--- config.mk ---
export PLATFORM = sky130hd
export DESIGN_NAME = text_line_justifier_top
export DESIGN_NICKNAME = d
export VERILOG_FILES = /design/src/design/tlj_pkg.sv /design/src/design/tlj_div.sv /design/src/design/tlj_linebuf.sv /design/src/design/text_line_justifier_top.sv
export VERILOG_INCLUDE_DIRS = /design/src /design/src/design
export SDC_FILE = /design/constraint.sdc
export NUM_CORES = 1
export LEC_CHECK = 0
export BUFFER_PORTS_ARGS = -buffer_cell sky130_fd_sc_hd__buf_2
export CAP_MARGIN = 20
export CORE_MARGIN = 5
export CORE_UTILIZATION = 50
export CTS_BUF_LIST = sky130_fd_sc_hd__clkbuf_8
export DETAILED_ROUTE_END_ITERATION = 8
export PLACE_DENSITY_LB_ADDON = 0.08
export SLEW_MARGIN = 5
export SYNTH_ARGS = -nofsm -noshare
export SYNTH_HDL_FRONTEND = slang
export SYNTH_SLANG_ARGS = --single-unit
--- constraint.sdc ---
create_clock -name clk -period 5.4 [get_ports clk]
set_clock_uncertainty 0.2 [all_clocks]
set_input_delay 0 -clock clk [delete_from_list [all_inputs] [get_ports clk]]
set_output_delay 0 -clock clk [all_outputs]
set_load 0.05 [all_outputs]
--- src/design/text_line_justifier_top_assert.svh ---
// Assertion macros for the text line justifier top level.
// Needs clk and rst_n in the scope of each use; no other dependencies.
`ifndef TEXT_LINE_JUSTIFIER_TOP_ASSERT_SVH
`define TEXT_LINE_JUSTIFIER_TOP_ASSERT_SVH

`ifndef ASSERT_OFF
// condition holds at every clock edge out of reset
`define TLJ_ASSERT(lbl, cond) \
  lbl: assert property (@(posedge clk) disable iff (!rst_n) (cond)) \
    else $error("tlj: invariant violated");
// antecedent implies consequent in the same cycle
`define TLJ_ASSERT_IMP(lbl, ante, cons) \
  lbl: assert property (@(posedge clk) disable iff (!rst_n) (ante) |-> (cons)) \
    else $error("tlj: implication violated");
// antecedent implies consequent in the next cycle
`define TLJ_ASSERT_NXT(lbl, ante, cons) \
  lbl: assert property (@(posedge clk) disable iff (!rst_n) (ante) |=> (cons)) \
    else $error("tlj: next-cycle implication violated");
`else
`define TLJ_ASSERT(lbl, cond)
`define TLJ_ASSERT_IMP(lbl, ante, cons)
`define TLJ_ASSERT_NXT(lbl, ante, cons)
`endif

`endif

--- src/design/tlj_pkg.sv ---
// Shared constants and interface structs for the text line justifier.
// No dependencies; imported by every module of the block.
`default_nettype none

package tlj_pkg;

  localparam int MAX_WIDTH = 64;
  localparam int MAX_WORDS = 32;

  localparam int LEN_W  = 7;
  localparam int GAP_W  = 7;
  localparam int CNT_W  = $clog2(MAX_WORDS + 1);
  localparam int IDX_W  = $clog2(MAX_WORDS);
  localparam int DIV_W  = GAP_W;
  localparam int DCNT_W = $clog2(DIV_W + 1);

  // APB register map: one word register per 4-byte slot
  localparam int APB_DW  = 32;
  localparam int PADDR_W = 3;
  localparam logic REG_LINE_WIDTH = 1'b0;   // word index paddr[2]
  localparam logic [LEN_W-1:0] LINE_WIDTH_RST = LEN_W'(64);

  // divider request / response
  typedef struct packed {
    logic             start;
    logic [DIV_W-1:0] dividend;
    logic [IDX_W-1:0] divisor;
  } div_req_t;

  typedef struct packed {
    logic             done;
    logic [DIV_W-1:0] quo;
    logic [IDX_W-1:0] rem;
  } div_rsp_t;

  // line buffer access
  typedef struct packed {
    logic             wr_en;
    logic [IDX_W-1:0] wr_addr;
    logic [LEN_W-1:0] wr_data;
    logic [IDX_W-1:0] rd_addr;
  } buf_req_t;

endpackage

`default_nettype wire

--- src/design/tlj_div.sv ---
// Restoring divider, one quotient bit per cycle, for slack over inner gaps.
// Depends on tlj_pkg.
`default_nettype none

module tlj_div
  import tlj_pkg::*;
(
  input  wire logic     clk,
  input  wire logic     rst_n,
  input  wire div_req_t req,
  output div_rsp_t      rsp
);

  logic [DCNT_W-1:0] cnt_r, cnt_nxt;
  logic              done_r, done_nxt;
  logic [IDX_W-1:0]  acc_r, acc_nxt;
  logic [DIV_W-1:0]  quo_r, quo_nxt;
  logic [IDX_W-1:0]  dvs_r, dvs_nxt;

  logic [IDX_W:0]    partial;
  logic [IDX_W:0]    diff;
  logic              ge;

  // one shift-subtract step
  assign partial = {acc_r, quo_r[DIV_W-1]};
  assign ge      = partial >= {1'b0, dvs_r};
  assign diff    = partial - {1'b0, dvs_r};

  always_comb begin
    cnt_nxt  = cnt_r;
    acc_nxt  = acc_r;
    quo_nxt  = quo_r;
    dvs_nxt  = dvs_r;
    done_nxt = 1'b0;
    if (req.start) begin
      cnt_nxt = DCNT_W'(DIV_W);
      acc_nxt = '0;
      quo_nxt = req.dividend;
      dvs_nxt = req.divisor;
    end else if (cnt_r != '0) begin
      cnt_nxt  = cnt_r - DCNT_W'(1);
      acc_nxt  = ge ? diff[IDX_W-1:0] : partial[IDX_W-1:0];
      quo_nxt  = {quo_r[DIV_W-2:0], ge};
      done_nxt = (cnt_r == DCNT_W'(1));
    end
  end

  always_ff @(posedge clk) begin
    if (!rst_n) begin
      cnt_r  <= '0;
      done_r <= 1'b0;
    end else begin
      cnt_r  <= cnt_nxt;
      done_r <= done_nxt;
    end
  end

  // payload, no reset
  always_ff @(posedge clk) begin
    acc_r <= acc_nxt;
    quo_r <= quo_nxt;
    dvs_r <= dvs_nxt;
  end

  assign rsp.done = done_r;
  assign rsp.quo  = quo_r;
  assign rsp.rem  = acc_r;

endmodule

`default_nettype wire

--- src/design/tlj_linebuf.sv ---
// Word length buffer for the line being built: one write, one registered read.
// Depends on tlj_pkg.
`default_nettype none

module tlj_linebuf
  import tlj_pkg::*;
(
  input  wire logic             clk,
  input  wire buf_req_t         req,
  output logic [LEN_W-1:0]      rd_data
);

  logic [LEN_W-1:0] mem [MAX_WORDS];
  logic [LEN_W-1:0] rd_data_r;

  always_ff @(posedge clk) begin
    if (req.wr_en) begin
      mem[req.wr_addr] <= req.wr_data;
    end
    rd_data_r <= mem[req.rd_addr];
  end

  assign rd_data = rd_data_r;

endmodule

`default_nettype wire

--- src/design/text_line_justifier_top.sv ---
// Text line justifier top level: APB register, sequencer, output register.
// Depends on tlj_pkg, tlj_div, tlj_linebuf and text_line_justifier_top_assert.svh.
//
// Use: word lengths are offered on in_word_len / in_final_word and transfer
// when start is high while busy is low. Words collect in a line buffer; a
// line is placed when the next word does not fit, when it is exactly full,
// when it holds the maximum word count, or at the final word. Each placed
// word comes out as one transfer on out_* marked by out_valid for a single
// cycle; the receiver cannot stall, so every result must be taken then.
// line_width sits at APB address 0; the user must write it only while idle,
// as the block itself does not enforce this. Per input, a word that is only
// buffered passes through the append state; a flushed line passes through a
// setup state, then the shared bit-serial divider when it is fully justified
// with two or more words, then a read of each word out of the buffer; a
// too-long word adds its own state. Results are registered before they
// appear on out_*.
// Reset (synchronous, rst_n low) empties the line and sets line_width to 64;
// the buffer contents are not cleared and are never read before written.
`default_nettype none

`include "text_line_justifier_top_assert.svh"

module text_line_justifier_top
  import tlj_pkg::*;
(
  input  wire logic               clk,
  input  wire logic               rst_n,
  // input channel
  input  wire logic               start,
  output logic                    busy,
  input  wire logic [LEN_W-1:0]   in_word_len,
  input  wire logic               in_final_word,
  // result channel
  output logic                    out_valid,
  output logic [LEN_W-1:0]        out_len,
  output logic [GAP_W-1:0]        out_gap_after,
  output logic                    out_line_end,
  output logic                    out_too_long,
  output logic                    out_run_last,
  // configuration
  input  wire logic               psel,
  input  wire logic               penable,
  input  wire logic               pwrite,
  input  wire logic [PADDR_W-1:0] paddr,
  input  wire logic [APB_DW-1:0]  pwdata,
  output logic [APB_DW-1:0]       prdata,
  output logic                    pready
);

  typedef enum logic [5:0] {
    S_IDLE   = 6'b000001,
    S_FLUSH  = 6'b000010,
    S_DIV    = 6'b000100,
    S_EMIT   = 6'b001000,
    S_LONG   = 6'b010000,
    S_APPEND = 6'b100000
  } state_t;

  state_t           state_r, state_nxt;
  logic [LEN_W-1:0] line_width_r;
  logic [LEN_W-1:0] chars_r, chars_nxt;
  logic [CNT_W-1:0] held_r, held_nxt;
  logic [IDX_W-1:0] idx_r, idx_nxt;
  logic             pre_r, pre_nxt;     // flush ahead of the new word
  logic             left_r, left_nxt;   // left-justified flush
  logic             more_r, more_nxt;   // results follow this flush
  logic             long_r, long_nxt;
  logic             fin_r, fin_nxt;
  logic [LEN_W-1:0] len_r, len_nxt;
  logic [LEN_W-1:0] w_r, w_nxt;
  logic [GAP_W-1:0] slack_r, slack_nxt;

  logic             ov_r, ov_nxt;
  logic [LEN_W-1:0] olen_r, olen_nxt;
  logic [GAP_W-1:0] ogap_r, ogap_nxt;
  logic             oend_r, oend_nxt;
  logic             otl_r, otl_nxt;
  logic             olast_r, olast_nxt;

  div_req_t         div_req;
  div_rsp_t         div_rsp;
  buf_req_t         buf_req;
  logic [LEN_W-1:0] rd_len;

  logic             accept;
  logic             cfg_wr;
  logic [LEN_W-1:0] w_eff;
  logic             is_long;
  logic [LEN_W:0]   topad;
  logic [LEN_W:0]   fit_sum;
  logic             no_fit;
  logic [LEN_W-1:0] app_chars;
  logic [CNT_W-1:0] app_held;
  logic             last_word;
  logic             uniform;
  logic             extra;

  // ---------------------------------------------------------------- APB
  assign pready = 1'b1;
  assign cfg_wr = psel && penable && pwrite;

  always_ff @(posedge clk) begin
    if (!rst_n) begin
      line_width_r <= LINE_WIDTH_RST;
    end else if (cfg_wr && (paddr[2] == REG_LINE_WIDTH)) begin
      line_width_r <= pwdata[LEN_W-1:0];
    end
  end

  assign prdata = (paddr[2] == REG_LINE_WIDTH) ?
                  {{(APB_DW-LEN_W){1'b0}}, line_width_r} : '0;

  // ------------------------------------------------ input decode (idle)
  assign busy   = (state_r != S_IDLE);
  assign accept = start && !busy;

  // width clamp: 0 acts as 1, above the maximum acts as the maximum
  always_comb begin
    if (line_width_r == '0) begin
      w_eff = LEN_W'(1);
    end else if (line_width_r > LEN_W'(MAX_WIDTH)) begin
      w_eff = LEN_W'(MAX_WIDTH);
    end else begin
      w_eff = line_width_r;
    end
  end

  assign is_long = in_word_len > w_eff;
  assign topad   = {1'b0, in_word_len} + {{LEN_W{1'b0}}, (held_r != '0)};
  assign fit_sum = {1'b0, chars_r} + topad;
  assign no_fit  = fit_sum > {1'b0, w_eff};

  // ---------------------------------------------------- append values
  assign app_chars = LEN_W'({1'b0, chars_r} + {1'b0, len_r}
                            + {{LEN_W{1'b0}}, (held_r != '0)});
  assign app_held  = held_r + CNT_W'(1);

  // ------------------------------------------------------- emit values
  assign last_word = ({{(CNT_W-IDX_W){1'b0}}, idx_r} == (held_r - CNT_W'(1)));
  assign uniform   = left_r || (held_r == CNT_W'(1));
  assign extra     = {{(DIV_W-IDX_W){1'b0}}, idx_r} < {{(DIV_W-IDX_W){1'b0}}, div_rsp.rem};

  // --------------------------------------------------------- sequencer
  always_comb begin
    state_nxt = state_r;
    chars_nxt = chars_r;
    held_nxt  = held_r;
    idx_nxt   = '0;
    pre_nxt   = pre_r;
    left_nxt  = left_r;
    more_nxt  = more_r;
    long_nxt  = long_r;
    fin_nxt   = fin_r;
    len_nxt   = len_r;
    w_nxt     = w_r;
    slack_nxt = slack_r;

    ov_nxt    = 1'b0;
    olen_nxt  = olen_r;
    ogap_nxt  = ogap_r;
    oend_nxt  = oend_r;
    otl_nxt   = otl_r;
    olast_nxt = olast_r;

    div_req.start    = 1'b0;
    div_req.dividend = (chars_r < w_r) ? DIV_W'(w_r - chars_r) : '0;
    div_req.divisor  = IDX_W'(held_r - CNT_W'(1));

    buf_req.wr_en    = 1'b0;
    buf_req.wr_addr  = held_r[IDX_W-1:0];
    buf_req.wr_data  = len_r;

    case (state_r)
      S_IDLE: begin
        if (accept) begin
          len_nxt  = in_word_len;
          fin_nxt  = in_final_word;
          w_nxt    = w_eff;
          long_nxt = is_long;
          if ((held_r != '0) && (is_long || no_fit)) begin
            // buffered line goes out justified before the new word
            pre_nxt   = 1'b1;
            left_nxt  = 1'b0;
            more_nxt  = is_long || in_final_word || (in_word_len == w_eff);
            state_nxt = S_FLUSH;
          end else if (is_long) begin
            state_nxt = S_LONG;
          end else begin
            state_nxt = S_APPEND;
          end
        end
      end

      S_APPEND: begin
        buf_req.wr_en = 1'b1;
        chars_nxt     = app_chars;
        held_nxt      = app_held;
        if (fin_r || (app_chars == w_r) || (app_held >= CNT_W'(MAX_WORDS))) begin
          pre_nxt   = 1'b0;
          left_nxt  = fin_r;
          more_nxt  = 1'b0;
          state_nxt = S_FLUSH;
        end else begin
          state_nxt = S_IDLE;
        end
      end

      S_FLUSH: begin
        slack_nxt = div_req.dividend;
        if (!uniform) begin
          div_req.start = 1'b1;
          state_nxt     = S_DIV;
        end else begin
          state_nxt = S_EMIT;
        end
      end

      S_DIV: begin
        if (div_rsp.done) begin
          state_nxt = S_EMIT;
        end
      end

      S_EMIT: begin
        ov_nxt    = 1'b1;
        olen_nxt  = rd_len;
        oend_nxt  = last_word;
        otl_nxt   = 1'b0;
        olast_nxt = last_word && !more_r;
        if (last_word) begin
          ogap_nxt = uniform ? slack_r : '0;
        end else if (uniform) begin
          ogap_nxt = GAP_W'(1);
        end else begin
          ogap_nxt = GAP_W'(1) + div_rsp.quo + {{(GAP_W-1){1'b0}}, extra};
        end
        if (last_word) begin
          held_nxt = '0;
          chars_nxt = '0;
          if (!pre_r) begin
            state_nxt = S_IDLE;
          end else if (long_r) begin
            state_nxt = S_LONG;
          end else begin
            state_nxt = S_APPEND;
          end
        end else begin
          idx_nxt = idx_r + IDX_W'(1);
        end
      end

      S_LONG: begin
        ov_nxt    = 1'b1;
        olen_nxt  = len_r;
        ogap_nxt  = '0;
        oend_nxt  = 1'b1;
        otl_nxt   = 1'b1;
        olast_nxt = 1'b1;
        state_nxt = S_IDLE;
      end

      default: begin
        state_nxt = S_IDLE;
      end
    endcase

    // read the word needed next cycle
    buf_req.rd_addr = idx_nxt;
  end

  always_ff @(posedge clk) begin
    if (!rst_n) begin
      state_r <= S_IDLE;
      chars_r <= '0;
      held_r  <= '0;
      idx_r   <= '0;
      ov_r    <= 1'b0;
    end else begin
      state_r <= state_nxt;
      chars_r <= chars_nxt;
      held_r  <= held_nxt;
      idx_r   <= idx_nxt;
      ov_r    <= ov_nxt;
    end
  end

  // per-item and result payload, no reset
  always_ff @(posedge clk) begin
    pre_r   <= pre_nxt;
    left_r  <= left_nxt;
    more_r  <= more_nxt;
    long_r  <= long_nxt;
    fin_r   <= fin_nxt;
    len_r   <= len_nxt;
    w_r     <= w_nxt;
    slack_r <= slack_nxt;
    olen_r  <= olen_nxt;
    ogap_r  <= ogap_nxt;
    oend_r  <= oend_nxt;
    otl_r   <= otl_nxt;
    olast_r <= olast_nxt;
  end

  // ----------------------------------------------------- sub-units
  tlj_div u_div (
    .clk   (clk),
    .rst_n (rst_n),
    .req   (div_req),
    .rsp   (div_rsp)
  );

  tlj_linebuf u_buf (
    .clk     (clk),
    .req     (buf_req),
    .rd_data (rd_len)
  );

  // ------------------------------------------------------- outputs
  assign out_valid     = ov_r;
  assign out_len       = olen_r;
  assign out_gap_after = ogap_r;
  assign out_line_end  = oend_r;
  assign out_too_long  = otl_r;
  assign out_run_last  = olast_r;

  // ---------------------------------------------------- assertions
  `TLJ_ASSERT_NXT(a_accept_busy, accept, busy)
  `TLJ_ASSERT_IMP(a_long_alone, out_valid && out_too_long,
                  out_line_end && out_run_last && (out_gap_after == '0))
  `TLJ_ASSERT_IMP(a_last_ends_line, out_valid && out_run_last, out_line_end)
  `TLJ_ASSERT_IMP(a_idle_room, state_r == S_IDLE, held_r < CNT_W'(MAX_WORDS))

endmodule

`default_nettype wire
======== Yosys cells after proc, flatten, opt, wreduce, memory -nomap -nowiden ========
Memory sizes are Yosys's and may differ from the RTL's. A register that Yosys moved wholly into a read port is not among the register bits.
Index checks and enable logic that the tools add are counted.
storage, ports and cells
  bits in registers ....................... 96
  bits in writable memories ............... 224
  output and inout port bits .............. 52
  word-level logic and storage cells ...... 141
  memories ................................ 1
cells by class
  add/subtract/negate cells ............... 12
  $lt $le $gt $ge ......................... 7
  eq/ne operators ......................... 17
  multiplexer cells ....................... 50
  bitwise operators ....................... 3
  reductions and logical operators ........ 27
memories
  memory     depth  bits a word  read ports  clocked after Yosys merged registers in  wr ports  RTL line           RTL
  u_buf.mem  32     7            1           1                                        1         tlj_linebuf.sv:13  logic [LEN_W-1:0] mem [MAX_WORDS];
operator list
  operator                                               count
  2-to-1 mux 7 bit                                       10
  2-to-1 mux 6 bit                                       8
  one-hot mux 7 bit (2 select lines)                     3
  one-hot mux 6 bit (5 select lines)                     1
  2-to-1 mux 5 bit                                       3
  adder 7 x 1 -> 7 bit                                   2
  equality test 7 bit                                    2
  2-to-1 mux 1 bit                                       14
  equality test 6 x 1 -> 1 bit (second input constant)   2
  one-hot mux 1 bit (2 select lines)                     6
  one-hot mux 6 bit (2 select lines)                     1
  adder 7 x 1 -> 8 bit                                   1
  adder 7 x 8 -> 8 bit                                   1
  greater-than comparator 8 x 7 -> 1 bit                 1
  != test 2 bit (second input constant)                  4
  nonzero test 2 bit                                     4
  adder 1 x 7 -> 7 bit (first input constant)            1
  adder 7 bit                                            1
  greater-than comparator 7 bit                          1
  greater-than comparator 7 bit (second input constant)  1
  zero test 7 bit                                        1
  < comparator 7 bit                                     1
  subtractor 7 bit                                       1
  adder 6 x 1 -> 6 bit (second input constant)           1
  30 further kinds                                       45

======== Longest topological paths before layout ========
  depth after elaboration ................. 9
  gate-level depth with buffers ........... 20

======== Modules after synthesis ========
A second synthesis with hierarchy kept.
unflattened totals
  cell total of the unflattened synthesis .. 1019
  area, all modules ....................... 15154.5 µm²
modules (own cells, without submodules)
  module                   times used  cells each  area each (µm²)  sequential area each (µm²)
  tlj_linebuf              1           370         8833.5           6866.6
  text_line_justifier_top  1           549         5180.0           1931.9
  tlj_div                  1           100         1141.1           540.5

======== Worst setup path after synthesis ========
OpenSTA, ideal clock, no wires.
  path kind ............................... reg-to-reg
  start point ............................. register held_r[4]
  end point ............................... register left_r (enable)
  library setup time ...................... 345 ps
  arrival time ............................ 3528 ps
  required time ........................... 4855 ps
  setup slack ............................. 1327 ps
  cell stages (with the launch flop) ...... 21
  path buffers ............................ 1
  cell sequence ........................... dfxtp_1 clkbuf_1 or3_1 nor2_1 nand2_1 fa_1 inv_1 fa_1 inv_1 a21oi_1 o21bai_1 a21o_1 a21oi_1 xnor2_1 ha_1 o21ai_0 a21oi_1 o21ai_0 nand3_1 a21oi_1 nor3_1
between the ends
  cells in the longest elaborated chain, start to end .. 8
  elaborated cells on any way between the ends .. 15
ends and longest elaborated chain
  item                                      RTL line                                                                                        RTL
  start: declaration                        text_line_justifier_top.sv:62                                                                   logic [CNT_W-1:0] held_r, held_nxt;
  start signal: assignment                  text_line_justifier_top.sv:281                                                                  held_r <= held_nxt;
  nonzero test 6 bit                        text_line_justifier_top.sv:129, text_line_justifier_top.sv:135, text_line_justifier_top.sv:180
  adder 7 x 1 -> 8 bit                      text_line_justifier_top.sv:129                                                                  assign topad = {1'b0, in_word_len} + {{LEN_W{1'b0}}, (held_r != '0)};
  adder 7 x 8 -> 8 bit                      text_line_justifier_top.sv:130                                                                  assign fit_sum = {1'b0, chars_r} + topad;
  greater-than comparator 8 x 7 -> 1 bit    text_line_justifier_top.sv:131                                                                  assign no_fit = fit_sum > {1'b0, w_eff};
  logical OR 1 bit                          text_line_justifier_top.sv:180                                                                  if ((held_r != '0) && (is_long || no_fit)) begin
  logical AND 1 bit                         text_line_justifier_top.sv:180
  != test 2 bit (no source line)            -
  AND reduction 4 bit (no source line) (*)  -
  end signal: assignment                    text_line_justifier_top.sv:290                                                                  left_r <= left_nxt;
  end: declaration                          text_line_justifier_top.sv:65                                                                   logic left_r, left_nxt;
Mark *: on every way between the ends. The rest lies on a longest branch, timed or not.
A chain may end at the register's enable or synchronous reset.

======== Final worst setup path ========
  start point ............................. register held_r[3]
  end point ............................... register pre_r (enable)
between the ends
  cells in the longest elaborated chain, start to end .. 8
  elaborated cells on any way between the ends .. 15
ends and longest elaborated chain
  item                                      RTL line                                                                                        RTL
  nonzero test 6 bit                        text_line_justifier_top.sv:129, text_line_justifier_top.sv:135, text_line_justifier_top.sv:180
  adder 7 x 1 -> 8 bit                      text_line_justifier_top.sv:129
  adder 7 x 8 -> 8 bit                      text_line_justifier_top.sv:130
  greater-than comparator 8 x 7 -> 1 bit    text_line_justifier_top.sv:131
  logical OR 1 bit                          text_line_justifier_top.sv:180
  logical AND 1 bit                         text_line_justifier_top.sv:180
  != test 2 bit (no source line)            -
  AND reduction 4 bit (no source line) (*)  -
  end signal: assignment                    text_line_justifier_top.sv:289                                                                  pre_r <= pre_nxt;
  end: declaration                          text_line_justifier_top.sv:64                                                                   logic pre_r, pre_nxt;
Marks and branches as above.

==> impl_metrics.json <==
{
  "seqPwrFrac": 0.514,
  "grt_pass1_vias": 10040,
  "cts.htree.levels": 2,
  "syn_avg_cell_area_um2": 12.17,
  "antenna_found_initial": 0,
  "clk_pin_slew_ns": 0.06,
  "critPathKind": "flip-flop to flip-flop",
  "synthTopCellsByArea": "edfxtp_1, dfxtp_1, ha_1",
  "place_congestion": 0.9235,
  "final_util": 0.5693,
  "p_switching_w": 0.001609,
  "yosysTopAreaCell": "edfxtp_1",
  "num_rows": 64,
  "cts_setup_buffers": 0,
  "grt_max_degree": 48,
  "power_frac_clock": 0.340,
  "area_growth_pct": 13.10,
  "path_max_fanout": 12,
  "coreArea_um2": 30430,
  "postPlaceCellArea_um2": 15920,
  "layout-drive-gt1-share": 0.1280,
  "ys_types": 75,
  "status": "finished clean",
  "ir_drop_mv": 0.1802,
  "netlist.area_leader.share": 0.5470,
  "setup_viol": 0,
  "cellLeakagePower_nw": 6.289,
  "clk_path_buf_depth": 3,
  "crit_path_start_kind": "flip-flop",
  "endpoint_kind": "flip-flop",
  "hold_path_class": "primary input to flip-flop",
  "fin_area_um2": 17320,
  "num-fill-cells": 2586,
  "min_period_over_period": 0.8588,
  "clk_root_buffer_cell": "clkbuf_8",
  "async_flop_share": 0,
  "final_max_slew_viol_count": 0,
  "r2r_start": "held_r[3]$_SDFFE_PN0P_",
  "port_buffers": 47,
  "fin_crit_ns": 4.638,
  "post_cts_resized": 0,
  "drt_iter0_markers": 772,
  "multiInputGateArea_um2": 5416,
  "power.density_nw_per_um2": 337.4,
  "n_antenna_cell": 0,
  "dr.pass1.iters": 6,
  "clk_latency_ns": 0.60,
  "critPathRequiredTime_ns": 5.45,
  "cap_violations": 0,
  "dieArea_um2": 34230,
  "ant_nets": 0,
  "hold_viol": 0,
  "timing.setup.tns_ns": 0,
  "ys_warn_count": 0,
  "grt_util_all_layers": 0.2267,
  "hpwl_um": 24610,
  "die_y_um": 185.0,
  "ioPinCount": 101,
  "synth-edff-count": 279,
  "seq_area_um2": 9343,
  "die_w_um": 185.0,
  "crit_path_start": "held_r[3]$_SDFFE_PN0P_",
  "cp.arrival_ns": 4.69,
  "cts_tree": "yes",
  "vias": 10340,
  "via_per_inst": 5.690,
  "syn_area_um2": 15320,
  "start_util": 0.5033,
  "grt_pass1_wl_um": 59550,
  "p_int_w": 0.004235,
  "max_freq_mhz": 215.6,
  "layout.nets": 1485,
  "layout_common_cells": "edfxtp_1, nand2_1, nor2_1",
  "worst_pin_slew_ns": 0.8974,
  "cts_made_buffers": 55,
  "combPwrFrac": 0.147,
  "cts.sinks": 327,
  "grt-ovfl-total": 0,
  "rsz0062_at_grt": "false",
  "synthFlopType": "edfxtp_1",
  "max_slew_margin": 0.4017,
  "ys_seq_area_frac": 0.6098,
  "layout_commonest_cell": "edfxtp_1",
  "synth_seq_cells": 327,
  "wl_per_cell_um": 21.44,
  "worstHoldStart": "in_final_word",
  "route.detailed.drc": 0,
  "syn_inst": 1258,
  "swShare": 0.2754,
  "routed_wl_um": 38970,
  "p_total_w": 0.005844
}
==> metal layers <==
layer  GRT usage  part of all wire  routed length [um]
met1      0.3312              0.45               17600
met2      0.3614              0.45               17670
met3     0.03162             0.072                2820
met4     0.05813             0.023                 878
met5           0                 0                   0
==> final timing paths <==
kind,end,slack (ns),depth (start not counted)
min reg2reg,w_r[6]$_DFFE_PP_,0.31,0
max,pre_r$_DFFE_PP_,0.76,19
min,more_r$_SDFFCE_PP0P_,0.16,4
max reg2reg,pre_r$_DFFE_PP_,0.76,19
==> synth_stat cells, drive strengths merged (4+ instances only) <==
cell and number:
nand3b 4, o22ai 7, o211ai 4, nor2 94
clkbuf 30, a211oi 19, ha 52, a31oi 13
a2111oi 5, a22oi 11, xnor2 23, and3 7
mux2i 30, buf 47, nand2 111, fa 6
a21boi 10, nand4 6, nand3 36, dfxtp 48
nand4b 4, mux2 28, edfxtp 279, a21o 7
nor3b 5, or4 10, inv 55, o221ai 13
a2bb2oi 4, a21oi 70, nor2b 29, nor3 15
o21ai 66, nor4 5, a311oi 4, and2 24
xor2 19, nand2b 14
==> critical path: stages (launching register included) <==
cell and delay, ns:
dfxtp_1 0.41, or3_1 0.48, nor2_1 0.22, nand2_1 0.24, fa_1 0.46, inv_1 0.09, fa_1 0.20, inv_1 0.05
a21oi_1 0.13, o21bai_1 0.11, a21o_1 0.20, a21oi_1 0.17, xnor2_1 0.09, ha_1 0.29, o21ai_0 0.08, a21oi_1 0.12
o21ai_0 0.12, nand3_1 0.17, a21oi_1 0.11, nor3_1 0.37
==> state kept, by name, indices dropped and copies added, names as in the netlist, 3 cells and up <==
signal         count
u_div.acc_r        5
u_buf.mem        224
chars_r            7
idx_r              5
u_div.cnt_r        3
w_r                7
out_gap_after      7
len_r              7
held_r             6
slack_r            7
line_width_r       7
u_div.dvs_r        5
u_buf.rd_data      7
state_r            6
out_len            7
u_div.quo_r        7
==> cells by family (layout without fill, tap and decap cells) <==
family                     count (synthesis)  after routing  share of synthesized area
and+or+nand+nor                          376            376                     0.1232
AOI/OAI and AO/OA                        260            260                     0.1086
buffers and inverters                    135            275                    0.04346
other                                      2             26                  0.0004903
DFF                                      327            327                     0.6098
xor gates and xnor gates                  42             42                    0.02402
muxes                                     58             58                    0.04019
adders and majority gates                 58             58                    0.05032
==> final cells by class <==
class | count | area share
clock buffers | 55 | 0.04370
clock inverters | 46 | 0.01271
inverters | 58 | 0.01257
multi-input cells | 820 | 0.3127
flip-flops and latches | 327 | 0.5393
well taps | 396 | 0.02860
repair buffers | 116 | 0.05042
==> power groups by stage <==
stage	logic (W)	registers [W]	clock network, W
global route	0.000962	0.00302	0.00215
CTS	0.000853	0.00300	0.00202
floorplan	0.000576	0.00308	0
finish	0.000857	0.00300	0.00198
detailed placement	0.000829	0.00305	0
global placement	0.000814	0.00305	0
==> metrics by stage <==
step                      hold slack [ns]  worst slack [ns]  std cells
after detailed placement          0.03468            0.7919       1674
after global placement            0.03736            0.8321       1674
after global routing               0.1979            0.3414       1818
after floorplan                   -0.1011             1.327       1282
after CTS                          0.1317            0.7712       1818
final                              0.1558            0.7623       1818
==> what timing repair did <==
item                       in CTS  in global routing
setup endpoints to repair       0                  0
hold buffers                   43                  0
hold endpoints to repair       62                  0
No activity file was read; power rests on OpenSTA's default activity.
